==> src/hw/rtl/tdbm_pkg.sv <==
// ----------------------------------------------------------------------------
// tdbm_pkg: shared types and constants for the thermal delta monitor
// Field widths, register indexes, reset values and conversion constants.
// ----------------------------------------------------------------------------
package tdbm_pkg;

  // Field widths
  localparam int RAW_W    = 16;
  localparam int LOCAL_W  = 19;
  localparam int REMOTE_W = 20;
  localparam int DELTA_W  = 19;
  localparam int BOUND_W  = 20;
  localparam int OFFSET_W = 17;
  localparam int CFG_W    = 20;
  localparam int CFG_IDX_W = 2;

  // Extended range subtracts 64 degrees, i.e. 64*256 raw counts
  localparam int EXT_SHIFT_RAW = 64 * 256;

  // (t*625 + 80) / 160 equals (t*125 + 16) / 32 exactly: both sides carry a
  // common factor of 5, so the divide collapses to a shift.
  localparam int CONV_SCALE = 625 / 5;
  localparam int CONV_ROUND = 80 / 5;
  localparam int CONV_SHIFT = 5;           // 160 / 5 = 32 = 2**5
  localparam int PROD_W     = 25;          // holds t*125+16 for t in 17 bits

  localparam logic [DELTA_W-1:0]  DEFAULT_DELTA = DELTA_W'(4000);

  // Register indexes
  typedef enum logic [CFG_IDX_W-1:0] {
    REG_DELTA_THRESHOLD   = 2'd0,
    REG_REMOTE_LOW_BOUND  = 2'd1,
    REG_REMOTE_HIGH_BOUND = 2'd2,
    REG_RMT_OFFSET        = 2'd3
  } cfg_index_t;

  // Live configuration
  typedef struct packed {
    logic        [DELTA_W-1:0]  delta_threshold;
    logic signed [BOUND_W-1:0]  remote_low_bound;
    logic signed [BOUND_W-1:0]  remote_high_bound;
    logic signed [OFFSET_W-1:0] rmt_offset;
  } cfg_regs_t;

  // Per-item report decision
  typedef struct packed {
    logic local_hit;
    logic remote_hit;
    logic remote_rise;
  } decision_t;

endpackage

==> src/hw/rtl/tdbm_conv.sv <==
// ----------------------------------------------------------------------------
// tdbm_conv: raw sensor word to millidegrees
// Applies the extended-range shift, scales by 125/32 with rounding term and
// truncates toward zero.
// ----------------------------------------------------------------------------
module tdbm_conv (
  input  logic [tdbm_pkg::RAW_W-1:0]          raw,
  input  logic                                extended_range,
  output logic signed [tdbm_pkg::LOCAL_W-1:0] temp
);
  import tdbm_pkg::*;

  logic signed [RAW_W:0]    shifted;
  logic signed [PROD_W-1:0] prod;
  logic signed [PROD_W-1:0] biased;
  logic signed [PROD_W-1:0] quot;

  // Remove the extended-range offset
  assign shifted = $signed({1'b0, raw})
                 - (extended_range ? (RAW_W+1)'(EXT_SHIFT_RAW) : '0);

  // Scale and add the rounding term
  assign prod = PROD_W'(shifted) * PROD_W'(CONV_SCALE) + PROD_W'(CONV_ROUND);

  // Truncate toward zero: negative values get 2**shift-1 added first
  assign biased = prod[PROD_W-1] ? prod + PROD_W'((1 << CONV_SHIFT) - 1) : prod;
  assign quot   = biased >>> CONV_SHIFT;
  assign temp   = quot[LOCAL_W-1:0];

endmodule

==> src/hw/rtl/tdbm_cfg.sv <==
// ----------------------------------------------------------------------------
// tdbm_cfg: configuration register file
// Four registers written through a valid/ready port that is always ready.
// ----------------------------------------------------------------------------
module tdbm_cfg (
  input  logic                              clk,
  input  logic                              rst,
  input  logic                              cfg_valid,
  output logic                              cfg_ready,
  input  logic [tdbm_pkg::CFG_IDX_W-1:0]    cfg_index,
  input  logic [tdbm_pkg::CFG_W-1:0]        cfg_data,
  output tdbm_pkg::cfg_regs_t               regs
);
  import tdbm_pkg::*;

  assign cfg_ready = 1'b1;

  // Register writes
  always_ff @(posedge clk) begin
    if (rst) begin
      regs.delta_threshold   <= DEFAULT_DELTA;
      regs.remote_low_bound  <= '0;
      regs.remote_high_bound <= '0;
      regs.rmt_offset        <= '0;
    end else if (cfg_valid && cfg_ready) begin
      unique case (cfg_index_t'(cfg_index))
        REG_DELTA_THRESHOLD:   regs.delta_threshold   <= cfg_data[DELTA_W-1:0];
        REG_REMOTE_LOW_BOUND:  regs.remote_low_bound  <= $signed(cfg_data[BOUND_W-1:0]);
        REG_REMOTE_HIGH_BOUND: regs.remote_high_bound <= $signed(cfg_data[BOUND_W-1:0]);
        REG_RMT_OFFSET:        regs.rmt_offset        <= $signed(cfg_data[OFFSET_W-1:0]);
        default: ;
      endcase
    end
  end

endmodule

==> src/hw/rtl/tdbm_eval.sv <==
// ----------------------------------------------------------------------------
// tdbm_eval: report decisions
// Local delta test against the last local report and remote boundary
// crossing tests against the last remote report.
// ----------------------------------------------------------------------------
module tdbm_eval (
  input  logic signed [tdbm_pkg::LOCAL_W-1:0]  cur_local,
  input  logic signed [tdbm_pkg::REMOTE_W-1:0] cur_remote,
  input  logic signed [tdbm_pkg::LOCAL_W-1:0]  last_local,
  input  logic signed [tdbm_pkg::REMOTE_W-1:0] last_remote,
  input  logic                                 local_read_ok,
  input  logic                                 remote_read_ok,
  input  tdbm_pkg::cfg_regs_t                  regs,
  output tdbm_pkg::decision_t                  dec
);
  import tdbm_pkg::*;

  logic signed [LOCAL_W:0] diff;
  logic        [LOCAL_W:0] mag;
  logic [DELTA_W-1:0]      th;
  logic                    rise;
  logic                    fall;

  // Local: |cur - last| >= delta, zero delta means the default
  assign diff = (LOCAL_W+1)'(cur_local) - (LOCAL_W+1)'(last_local);
  assign mag  = diff[LOCAL_W] ? (LOCAL_W+1)'(-diff) : (LOCAL_W+1)'(diff);
  assign th   = (regs.delta_threshold == '0) ? DEFAULT_DELTA : regs.delta_threshold;

  // Remote: rising crossing wins over falling
  assign rise = (last_remote < regs.remote_high_bound)
             && (cur_remote >= regs.remote_high_bound);
  assign fall = (last_remote >= regs.remote_low_bound)
             && (cur_remote < regs.remote_low_bound);

  assign dec.local_hit   = local_read_ok && (mag >= {1'b0, th});
  assign dec.remote_hit  = remote_read_ok && (rise || fall);
  assign dec.remote_rise = remote_read_ok && rise;

endmodule

==> src/hw/rtl/thermal_delta_and_boundary_monitor.sv <==
// ----------------------------------------------------------------------------
// thermal_delta_and_boundary_monitor: local delta and remote boundary monitor
// Converts polled sensor words to millidegrees and flags local changes and
// remote boundary crossings.
// ----------------------------------------------------------------------------
//  channel | handshake              | payload
//  --------+------------------------+--------------------------------------
//  in      | in_valid / in_ready    | local_raw, remote_raw, extended_range,
//          |                        | local_read_ok, remote_read_ok
//  out     | out_valid / out_ready  | local_changed, local_mdeg,
//          |                        | remote_changed, remote_mdeg, remote_rising
//  cfg     | cfg_valid / cfg_ready  | cfg_index, cfg_data (always ready)
//
// One beat per cycle sustained while out_ready stays high; an accepted input
// beat passes through the input register, then the result register.
// Conversion and decisions are combinational between the two registers; the
// last-report state updates when a beat moves into the result register.
// Stalls on out_ready hold the result register and back up into the input
// register; in_ready drops only when both are full and out_ready is low.
// Synchronous reset clears valids and last reports and restores configuration defaults.
// ----------------------------------------------------------------------------
module thermal_delta_and_boundary_monitor (
  input  logic                                  clk,
  input  logic                                  rst,
  // input channel
  input  logic                                  in_valid,
  output logic                                  in_ready,
  input  logic [tdbm_pkg::RAW_W-1:0]            local_raw,
  input  logic [tdbm_pkg::RAW_W-1:0]            remote_raw,
  input  logic                                  extended_range,
  input  logic                                  local_read_ok,
  input  logic                                  remote_read_ok,
  // output channel
  output logic                                  out_valid,
  input  logic                                  out_ready,
  output logic                                  local_changed,
  output logic signed [tdbm_pkg::LOCAL_W-1:0]   local_mdeg,
  output logic                                  remote_changed,
  output logic signed [tdbm_pkg::REMOTE_W-1:0]  remote_mdeg,
  output logic                                  remote_rising,
  // configuration channel
  input  logic                                  cfg_valid,
  output logic                                  cfg_ready,
  input  logic [tdbm_pkg::CFG_IDX_W-1:0]        cfg_index,
  input  logic [tdbm_pkg::CFG_W-1:0]            cfg_data
);
  import tdbm_pkg::*;

  cfg_regs_t regs;
  decision_t dec;

  logic                       s1_valid;
  logic [RAW_W-1:0]           s1_local_raw;
  logic [RAW_W-1:0]           s1_remote_raw;
  logic                       s1_ext;
  logic                       s1_lok;
  logic                       s1_rok;
  logic                       advance;

  logic signed [LOCAL_W-1:0]  conv_local;
  logic signed [LOCAL_W-1:0]  conv_remote;
  logic signed [REMOTE_W-1:0] cur_remote;
  logic signed [LOCAL_W-1:0]  last_local;
  logic signed [REMOTE_W-1:0] last_remote;

  // Configuration registers
  tdbm_cfg u_cfg (
    .clk       (clk),
    .rst       (rst),
    .cfg_valid (cfg_valid),
    .cfg_ready (cfg_ready),
    .cfg_index (cfg_index),
    .cfg_data  (cfg_data),
    .regs      (regs)
  );

  // Handshake: input stage moves when the result register is free
  assign advance  = s1_valid && (!out_valid || out_ready);
  assign in_ready = !s1_valid || advance;

  // Input register
  always_ff @(posedge clk) begin
    if (rst) begin
      s1_valid <= 1'b0;
    end else if (in_ready) begin
      s1_valid <= in_valid;
    end
  end

  always_ff @(posedge clk) begin
    if (in_valid && in_ready) begin
      s1_local_raw  <= local_raw;
      s1_remote_raw <= remote_raw;
      s1_ext        <= extended_range;
      s1_lok        <= local_read_ok;
      s1_rok        <= remote_read_ok;
    end
  end

  // Conversions
  tdbm_conv u_conv_local (
    .raw            (s1_local_raw),
    .extended_range (s1_ext),
    .temp           (conv_local)
  );

  tdbm_conv u_conv_remote (
    .raw            (s1_remote_raw),
    .extended_range (s1_ext),
    .temp           (conv_remote)
  );

  assign cur_remote = REMOTE_W'(conv_remote) + REMOTE_W'(regs.rmt_offset);

  // Decisions
  tdbm_eval u_eval (
    .cur_local      (conv_local),
    .cur_remote     (cur_remote),
    .last_local     (last_local),
    .last_remote    (last_remote),
    .local_read_ok  (s1_lok),
    .remote_read_ok (s1_rok),
    .regs           (regs),
    .dec            (dec)
  );

  // Last-report state, updated only on a report
  always_ff @(posedge clk) begin
    if (rst) begin
      last_local  <= '0;
      last_remote <= '0;
    end else if (advance) begin
      if (dec.local_hit)  last_local  <= conv_local;
      if (dec.remote_hit) last_remote <= cur_remote;
    end
  end

  // Result register
  always_ff @(posedge clk) begin
    if (rst) begin
      out_valid <= 1'b0;
    end else if (advance) begin
      out_valid <= 1'b1;
    end else if (out_ready) begin
      out_valid <= 1'b0;
    end
  end

  always_ff @(posedge clk) begin
    if (advance) begin
      local_changed  <= dec.local_hit;
      local_mdeg     <= dec.local_hit ? conv_local : '0;
      remote_changed <= dec.remote_hit;
      remote_mdeg    <= dec.remote_hit ? cur_remote : '0;
      remote_rising  <= dec.remote_rise;
    end
  end

  // Checks
  a_rise_needs_report: assert property (@(posedge clk) disable iff (rst)
    out_valid && remote_rising |-> remote_changed)
    else $error("rising flag without remote report");

  a_local_zero_quiet: assert property (@(posedge clk) disable iff (rst)
    out_valid && !local_changed |-> local_mdeg == '0)
    else $error("local temp nonzero without report");

  a_advance_fills_out: assert property (@(posedge clk) disable iff (rst)
    advance |=> out_valid)
    else $error("beat lost between stages");

  a_s1_holds: assert property (@(posedge clk) disable iff (rst)
    s1_valid && !advance |=> s1_valid && $stable(s1_local_raw)
      && $stable(s1_remote_raw))
    else $error("input stage changed while stalled");

endmodule

==> config.mk <==
export PLATFORM = sky130hd
export DESIGN_NAME = thermal_delta_and_boundary_monitor
export DESIGN_NICKNAME = d
export VERILOG_FILES = /design/src/hw/rtl/tdbm_pkg.sv /design/src/hw/rtl/tdbm_conv.sv /design/src/hw/rtl/tdbm_cfg.sv /design/src/hw/rtl/tdbm_eval.sv /design/src/hw/rtl/thermal_delta_and_boundary_monitor.sv
export SDC_FILE = /design/constraint.sdc
export NUM_CORES = 1
export LEC_CHECK = 0
export BUFFER_PORTS_ARGS = -buffer_cell sky130_fd_sc_hd__buf_2
export CAP_MARGIN = 20
export CELL_PAD_IN_SITES_DETAIL_PLACEMENT = 1
export CELL_PAD_IN_SITES_GLOBAL_PLACEMENT = 1
export CORE_MARGIN = 2
export CORE_UTILIZATION = 45
export DETAILED_ROUTE_END_ITERATION = 6
export PLACE_DENSITY = 0.87
export SYNTH_ARGS = -nofsm -noshare
export SYNTH_HDL_FRONTEND = slang
export SYNTH_SLANG_ARGS = --single-unit
==> constraint.sdc <==
create_clock -name clk -period 12.2 [get_ports clk]
set_input_delay 2.44 -clock clk [delete_from_list [all_inputs] [get_ports clk]]
set_output_delay 2.44 -clock clk [all_outputs]
set_load 0.02 [all_outputs]
==> run summary, run 1 <==
====================================================================================
Result of the run ..................................................... finished clean
Max capacitance violation total .......................................            0
Pin count of the biggest net entering global routing ..................           77
Synth area leaders .................................................... sky130_fd_sc_hd__ha_1 (18%), sky130_fd_sc_hd__fa_1 (13%), sky130_fd_sc_hd__dfxtp_1 (12%)
Cells after synthesis .................................................         2152
Most common cell after layout, fill and taps aside .................... sky130_fd_sc_hd__inv_1
CTS Buffer Depth ......................................................            2
Transition at the pin with the smallest max-transition slack ..........      1.13 ns
Top-level I/O count ...................................................          107
Post-route clock skew .................................................    0.0152 ns
Sequential-to-total area share from yosys stat ........................        0.244
Unrepaired setup endpoints after global routing .......................           no
Finished layout cell area .............................................    20700 µm²
Global-route wire length before repair ................................      85.7 mm
Mean instance size in the synthesized netlist .........................     8.86 µm²
Number of rows created at floorplan ...................................           75
Post-detail-place hpwl ................................................      43.0 mm
Number of antenna violations at the first check in global routing .....            0
Number of enable flip-flop cells after synthesis ......................           77
Total wirelength of the detailed-routed design ........................      52.8 mm
Clock insertion delay at the later pin of the skew report .............      0.51 ns
GRT Total Usage .......................................................        0.246
Most frequent cells in the layout ..................................... sky130_fd_sc_hd__inv_1 (399), sky130_fd_sc_hd__ha_1 (269), sky130_fd_sc_hd__nand2_1 (212), sky130_fd_sc_hd__a21oi_1 (160), sky130_fd_sc_hd__fa_1 (127)
Final routed wire length divided by cell count ........................      19.0 µm
Worst setup SP type ...................................................         flop
Sum of negative setup slack ...........................................         0 ns
Clock tree from TritonCTS .............................................         done
Clock sink count ......................................................          194
Chip height ...........................................................       210 µm
Proportion of layout cells with a drive suffix above 1 ................       0.0878
Port buffer count .....................................................          105
Time the worst path needs with I/O delays and setup ...................     11.39 ns
Iteration count of the initial detailed-routing pass ..................            5
Dominant cell type by area after synthesis ............................ sky130_fd_sc_hd__ha_1
Number of DRC markers after the initial detailed-route iteration ......          710
Most numerous cell on the critical path ............................... sky130_fd_sc_hd__inv_1
Cell type group with the largest total delay on the critical path ..... compound AO/OA/AOI/OAI gates
Overflow left after global routing ....................................            0
Total of cells resized after clock tree synthesis .....................            0
Total clock buffers created by CTS ....................................           17
Kind of end point of the critical path ................................         flop
Arrival time of the worst setup path ..................................     11.64 ns
Filler cells ..........................................................         4993
Area share of the largest cell type after synthesis ...................        0.177
Most used flip-flop cell after synthesis .............................. sky130_fd_sc_hd__dfxtp_1
Post-Syn Area .........................................................    19100 µm²
Final ANT Viol Nets ...................................................            0
Worst hold-check path type ............................................ flop to flop
Async set-or-reset flop fraction in the synthesized netlist ...........            0
Timing-limited maximum frequency ......................................   0.0878 GHz
Final Setup Violations ................................................            0
Core Area .............................................................    41900 µm²
Critical path's largest stage delay ...................................      0.69 ns
Final weighted congestion of routability-driven global placement ......        0.883
Post-CTS Setup Inserts ................................................            0
Count of buffering cells on the critical path with inverters included .            8
Synthesized netlist net count .........................................         2610
Cells on worst reg2reg path ...........................................           41
Master cell of the clock root buffer .................................. sky130_fd_sc_hd__clkbuf_16
Worst Hold Depth ......................................................            2
Average via count per standard cell ...................................         5.52
Count of state elements after synthesis ...............................          194
Antenna diode count ...................................................            0
Area growth from synthesis to layout ..................................        8.49%
Hold Fails Final Rpt ..................................................            0
Critical path required time ...........................................     12.46 ns
Maximum fanout along the worst path ...................................           11
Final instance count without filler cells .............................         2784
Yosys warns ...........................................................            0
Rel. slew slack .......................................................        0.243
Initial Utilization ...................................................        0.455
Total count of max-transition violations in the final report ..........            0
Number of distinct library cells after synthesis ......................           92
Die Footprint .........................................................    44000 µm²
Vias after detailed routing ...........................................        15368
Number of remaining DRC errors ........................................            0
Count of cell instances traversed by the critical path ................           41
Number of global-route vias before repair .............................        16655
Nets ..................................................................         2690
Clk slew on worst S/H paths ...........................................      0.08 ns
Total placed instance area ............................................    20100 µm²
Die width .............................................................       210 µm
Crit path max-delay cell type ......................................... sky130_fd_sc_hd__nor4_1
Post-route clock period utilization ...................................        0.934
Critical Setup Path Class ............................................. flop to flop
Inst Count DP .........................................................         2751
CTS hold repair buffers ...............................................            0
Level count of the clock H-tree .......................................            4
====================================================================================
[routing by layer]
metal	vias to the layer above	wire (µm)	GRT usage
met4	0	1350	0.0829
met2	284	26500	0.442
met3	87	1670	0.0361
li1	7337	-	-
met5	-	0	0
met1	7660	23300	0.301
[path summary, 6_finish.rpt]
check	start	end	slack [ns]
worst max-delay path	s1_remote_raw[5]	remote_mdeg[17]	0.81
worst min register to register	u_cfg.regs[18]	u_cfg.regs[18]	0.46
worst max register to register	s1_remote_raw[5]	remote_mdeg[17]	0.81
worst min-delay path	u_cfg.regs[18]	u_cfg.regs[18]	0.46
[synthesized netlist by cell type (all sizes together), types with 7 or more instances]
library cell,n
edfxtp,77
clkbuf,39
a31oi,12
nand4,29
xnor2,75
mux2i,24
dfxtp,117
a21oi,160
a211oi,29
o21a,21
nand3b,7
and3,13
ha,269
fa,127
nand2,212
nor2,124
or2,7
a21o,41
or3,11
a2111oi,7
o21ai,46
buf,10
nor4,17
nor2b,34
xor2,40
o31ai,11
inv,400
nand3,29
o211ai,10
nand2b,14
nor3,22
and2,30
[kinds of logic (layout without fill, tap and decap cells)]
kind of cell	after synthesis	after routing	synth area share
and+or+nand+nor	571	571	0.146
buffers and inverters	451	544	0.0922
AOI/OAI and AO/OA	398	398	0.140
adders and majority gates	396	396	0.310
DFF	194	194	0.244
xor gates and xnor gates	116	116	0.0540
muxes	25	25	0.0132
other	1	1	0.000197
[worst reg2reg max path: cells and delay by family (launching register included)]
family	cells	cell delay, ns
XOR/XNOR	1	0.17
AO/OA/AOI/OAI	13	3.26
flip-flops	1	0.51
buffers and inverters	8	1.07
multiplexers	2	0.54
AND/OR/NAND/NOR	10	2.63
adder cells (fa/ha/maj)	7	2.96
[cell type report]
cell class | count | area (µm²) | share of cell area
Timing Repair Buffer | 112 | 584 | 0.0283
Tap cell | 539 | 674 | 0.0326
Multi-Input combinational cell | 1507 | 12700 | 0.612
Clock inverter | 12 | 140 | 0.00678
Sequential cell | 194 | 4650 | 0.225
Inverter | 400 | 1500 | 0.0726
Clock buffer | 20 | 458 | 0.0221
[per-stage QoR]
stage          setup WS, ns  hold slack, ns   util
6_report              0.811           0.458  0.494
5_1_grt               0.178           0.486  0.494
4_1_cts               0.894           0.460  0.494
3_5_place_dp          0.951           0.449  0.479
3_3_place_gp           1.39           0.442  0.479
2_1_floorplan          2.83           0.436      -
[registers in the layout, summed over array words and instances, names as in the netlist, 16 cells and up]
signal and flops:
u_cfg.regs 76, last_remote 20, remote_mdeg 20, last_local 19
local_mdeg 19, s1_local_raw 16, s1_remote_raw 16
Power of run 1 is not shown: default switching activity piles up to over one toggle a cycle in this logic, so the estimate is an artifact.
==> run 2, diff against run 1 <==
--- a/config.mk
+++ b/config.mk
@@ -13,6 +13,7 @@
 export CORE_UTILIZATION = 45
 export DETAILED_ROUTE_END_ITERATION = 6
 export PLACE_DENSITY = 0.87
+export RECOVER_POWER = 25
 export SYNTH_ARGS = -nofsm -noshare
 export SYNTH_HDL_FRONTEND = slang
 export SYNTH_SLANG_ARGS = --single-unit
==> run 2 against run 1 <==
Compared with the run above:
- the flow now finishes with violations (capacitance limit, slew limit)
- clock-buffer cell count unchanged
- hold slack hardly changed
- cell count is the same
- die area did not move
- sequential share of layout area about the same
- wire length hardly changed
- sequential cell count unchanged
==> run summary, run 2 (synthesized netlist as in run 1, its figures left out) <==
====================================================================================
Post-CTS Setup Inserts ................................................            0
Most frequent cells in the layout ..................................... sky130_fd_sc_hd__inv_1 (399), sky130_fd_sc_hd__ha_1 (269), sky130_fd_sc_hd__nand2_1 (212), sky130_fd_sc_hd__a21oi_1 (160), sky130_fd_sc_hd__fa_1 (127)
Largest registers ranked by flip-flop count ........................... u_cfg.regs (76), last_remote (20), remote_mdeg (20)
Final instance count without filler cells .............................         2784
Kind of end point of the critical path ................................         flop
Rel. slew slack .......................................................       -0.876
Clk slew on worst S/H paths ...........................................      0.08 ns
Total wirelength of the detailed-routed design ........................      52.8 mm
CTS Buffer Depth ......................................................            2
Finished layout cell area .............................................    20700 µm²
Worst hold-check path type ............................................ flop to flop
Clock insertion delay at the later pin of the skew report .............      0.51 ns
Antenna diode count ...................................................            0
Count of buffering cells on the critical path with inverters included .            8
Max capacitance violation total .......................................            1
Unrepaired setup endpoints after global routing .......................           no
Most flops, register ..................................................   u_cfg.regs
Number of rows created at floorplan ...................................           75
Level count of the clock H-tree .......................................            4
Nets ..................................................................         2690
Master cell of the clock root buffer .................................. sky130_fd_sc_hd__clkbuf_16
Area growth from synthesis to layout ..................................        8.47%
Proportion of layout cells with a drive suffix above 1 ................       0.0873
Total placed instance area ............................................    20100 µm²
Core Area .............................................................    41900 µm²
Inst Count DP .........................................................         2751
Time the worst path needs with I/O delays and setup ...................     11.39 ns
Port buffer count .....................................................          105
Number of DRC markers after the initial detailed-route iteration ......          710
Hold Fails Final Rpt ..................................................            0
Initial Utilization ...................................................        0.455
Number of antenna violations at the first check in global routing .....            0
Maximum fanout along the worst path ...................................           11
Cell type group with the largest total delay on the critical path ..... compound AO/OA/AOI/OAI gates
Most numerous cell on the critical path ............................... sky130_fd_sc_hd__inv_1
Pin count of the biggest net entering global routing ..................           77
Result of the run ..................................................... complete, but fails checks
Chip height ...........................................................       210 µm
Number of remaining DRC errors ........................................            0
End-of-flow core utilization ..........................................        0.494
Vias after detailed routing ...........................................        15376
Final routed wire length divided by cell count ........................      19.0 µm
Die Footprint .........................................................    44000 µm²
Global-route wire length before repair ................................      85.7 mm
Timing-limited maximum frequency ......................................   0.0878 GHz
Crit path max-delay cell type ......................................... sky130_fd_sc_hd__nor4_1
Most common cell after layout, fill and taps aside .................... sky130_fd_sc_hd__inv_1
Iteration count of the initial detailed-routing pass ..................            5
Post-route clock period utilization ...................................        0.934
Clock sink count ......................................................          194
Average via count per standard cell ...................................         5.52
Arrival time of the worst setup path ..................................     11.65 ns
Transition at the pin with the smallest max-transition slack ..........      2.81 ns
Flip-flop count of the largest register after layout ..................           76
Final ANT Viol Nets ...................................................            0
Critical Setup Path Class ............................................. flop to flop
Number of global-route vias before repair .............................        16655
Total clock buffers created by CTS ....................................           17
Worst setup SP type ...................................................         flop
Die width .............................................................       210 µm
Post-route clock skew .................................................    0.0152 ns
Total count of max-transition violations in the final report ..........           46
Clock tree from TritonCTS .............................................         done
Critical path required time ...........................................     12.46 ns
Final Setup Violations ................................................            0
Top-level I/O count ...................................................          107
Post-detail-place hpwl ................................................      43.0 mm
Sum of negative setup slack ...........................................         0 ns
GRT Total Usage .......................................................        0.246
CTS hold repair buffers ...............................................            0
Total of cells resized after clock tree synthesis .....................            0
Critical path's largest stage delay ...................................      0.69 ns
Violated checks ....................................................... capacitance limit, slew limit
Final weighted congestion of routability-driven global placement ......        0.883
Overflow left after global routing ....................................            0
Filler cells ..........................................................         4993
====================================================================================
[run 2: cell types whose count changed in the layout (fill, tap and decap cells not counted)]
cell / previous run / this run
sky130_fd_sc_hd__buf_4: 7 / 6
sky130_fd_sc_hd__clkbuf_1: 2 / 3
[run 2: per-stage QoR]
stage / setup WS, ns / hold slack [ns]
floorplan: 2.83 / 0.436
global placement: 1.39 / 0.442
detailed placement: 0.951 / 0.449
CTS: 0.894 / 0.460
global route: 0.178 / 0.486
finish: 0.808 / 0.458
[run 2: area by class of cell]
cell class | instances | area [µm²] | area share
Multi-Input combinational cell | 1507 | 12700 | 0.613
Sequential cell | 194 | 4650 | 0.225
Inverter | 400 | 1500 | 0.0726
Tap cell | 539 | 674 | 0.0326
Timing Repair Buffer | 112 | 581 | 0.0281
Clock buffer | 20 | 458 | 0.0222
Clock inverter | 12 | 140 | 0.00678
[run 2: worst register-to-register path: cells and delay by family (launching register included)]
kind / cells / cell delay [ns]
AOI/OAI and AO/OA: 13 / 3.26
xor gates and xnor gates: 1 / 0.17
adders and majority gates: 7 / 2.96
buffers and inverters: 8 / 1.07
DFF: 1 / 0.51
muxes: 2 / 0.54
and+or+nand+nor: 10 / 2.63
[run 2: final timing paths]
kind                         start         endpoint  slack (ns)  cells after the start
setup / recovery  s1_remote_raw[5]  remote_mdeg[17]        0.81                     41
hold reg to reg     u_cfg.regs[18]   u_cfg.regs[18]        0.46                      2
hold / removal      u_cfg.regs[18]   u_cfg.regs[18]        0.46                      2
setup reg to reg  s1_remote_raw[5]  remote_mdeg[17]        0.81                     41
[run 2: routing by layer]
metal / up-vias / global-route usage / share of wire
met5: - / 0 / 0
met4: 0 / 0.0829 / 0.026
met3: 87 / 0.0361 / 0.032
met2: 284 / 0.442 / 0.50
met1: 7668 / 0.301 / 0.44
li1: 7337 / - / -
Power of run 2 is left out for the same reason.
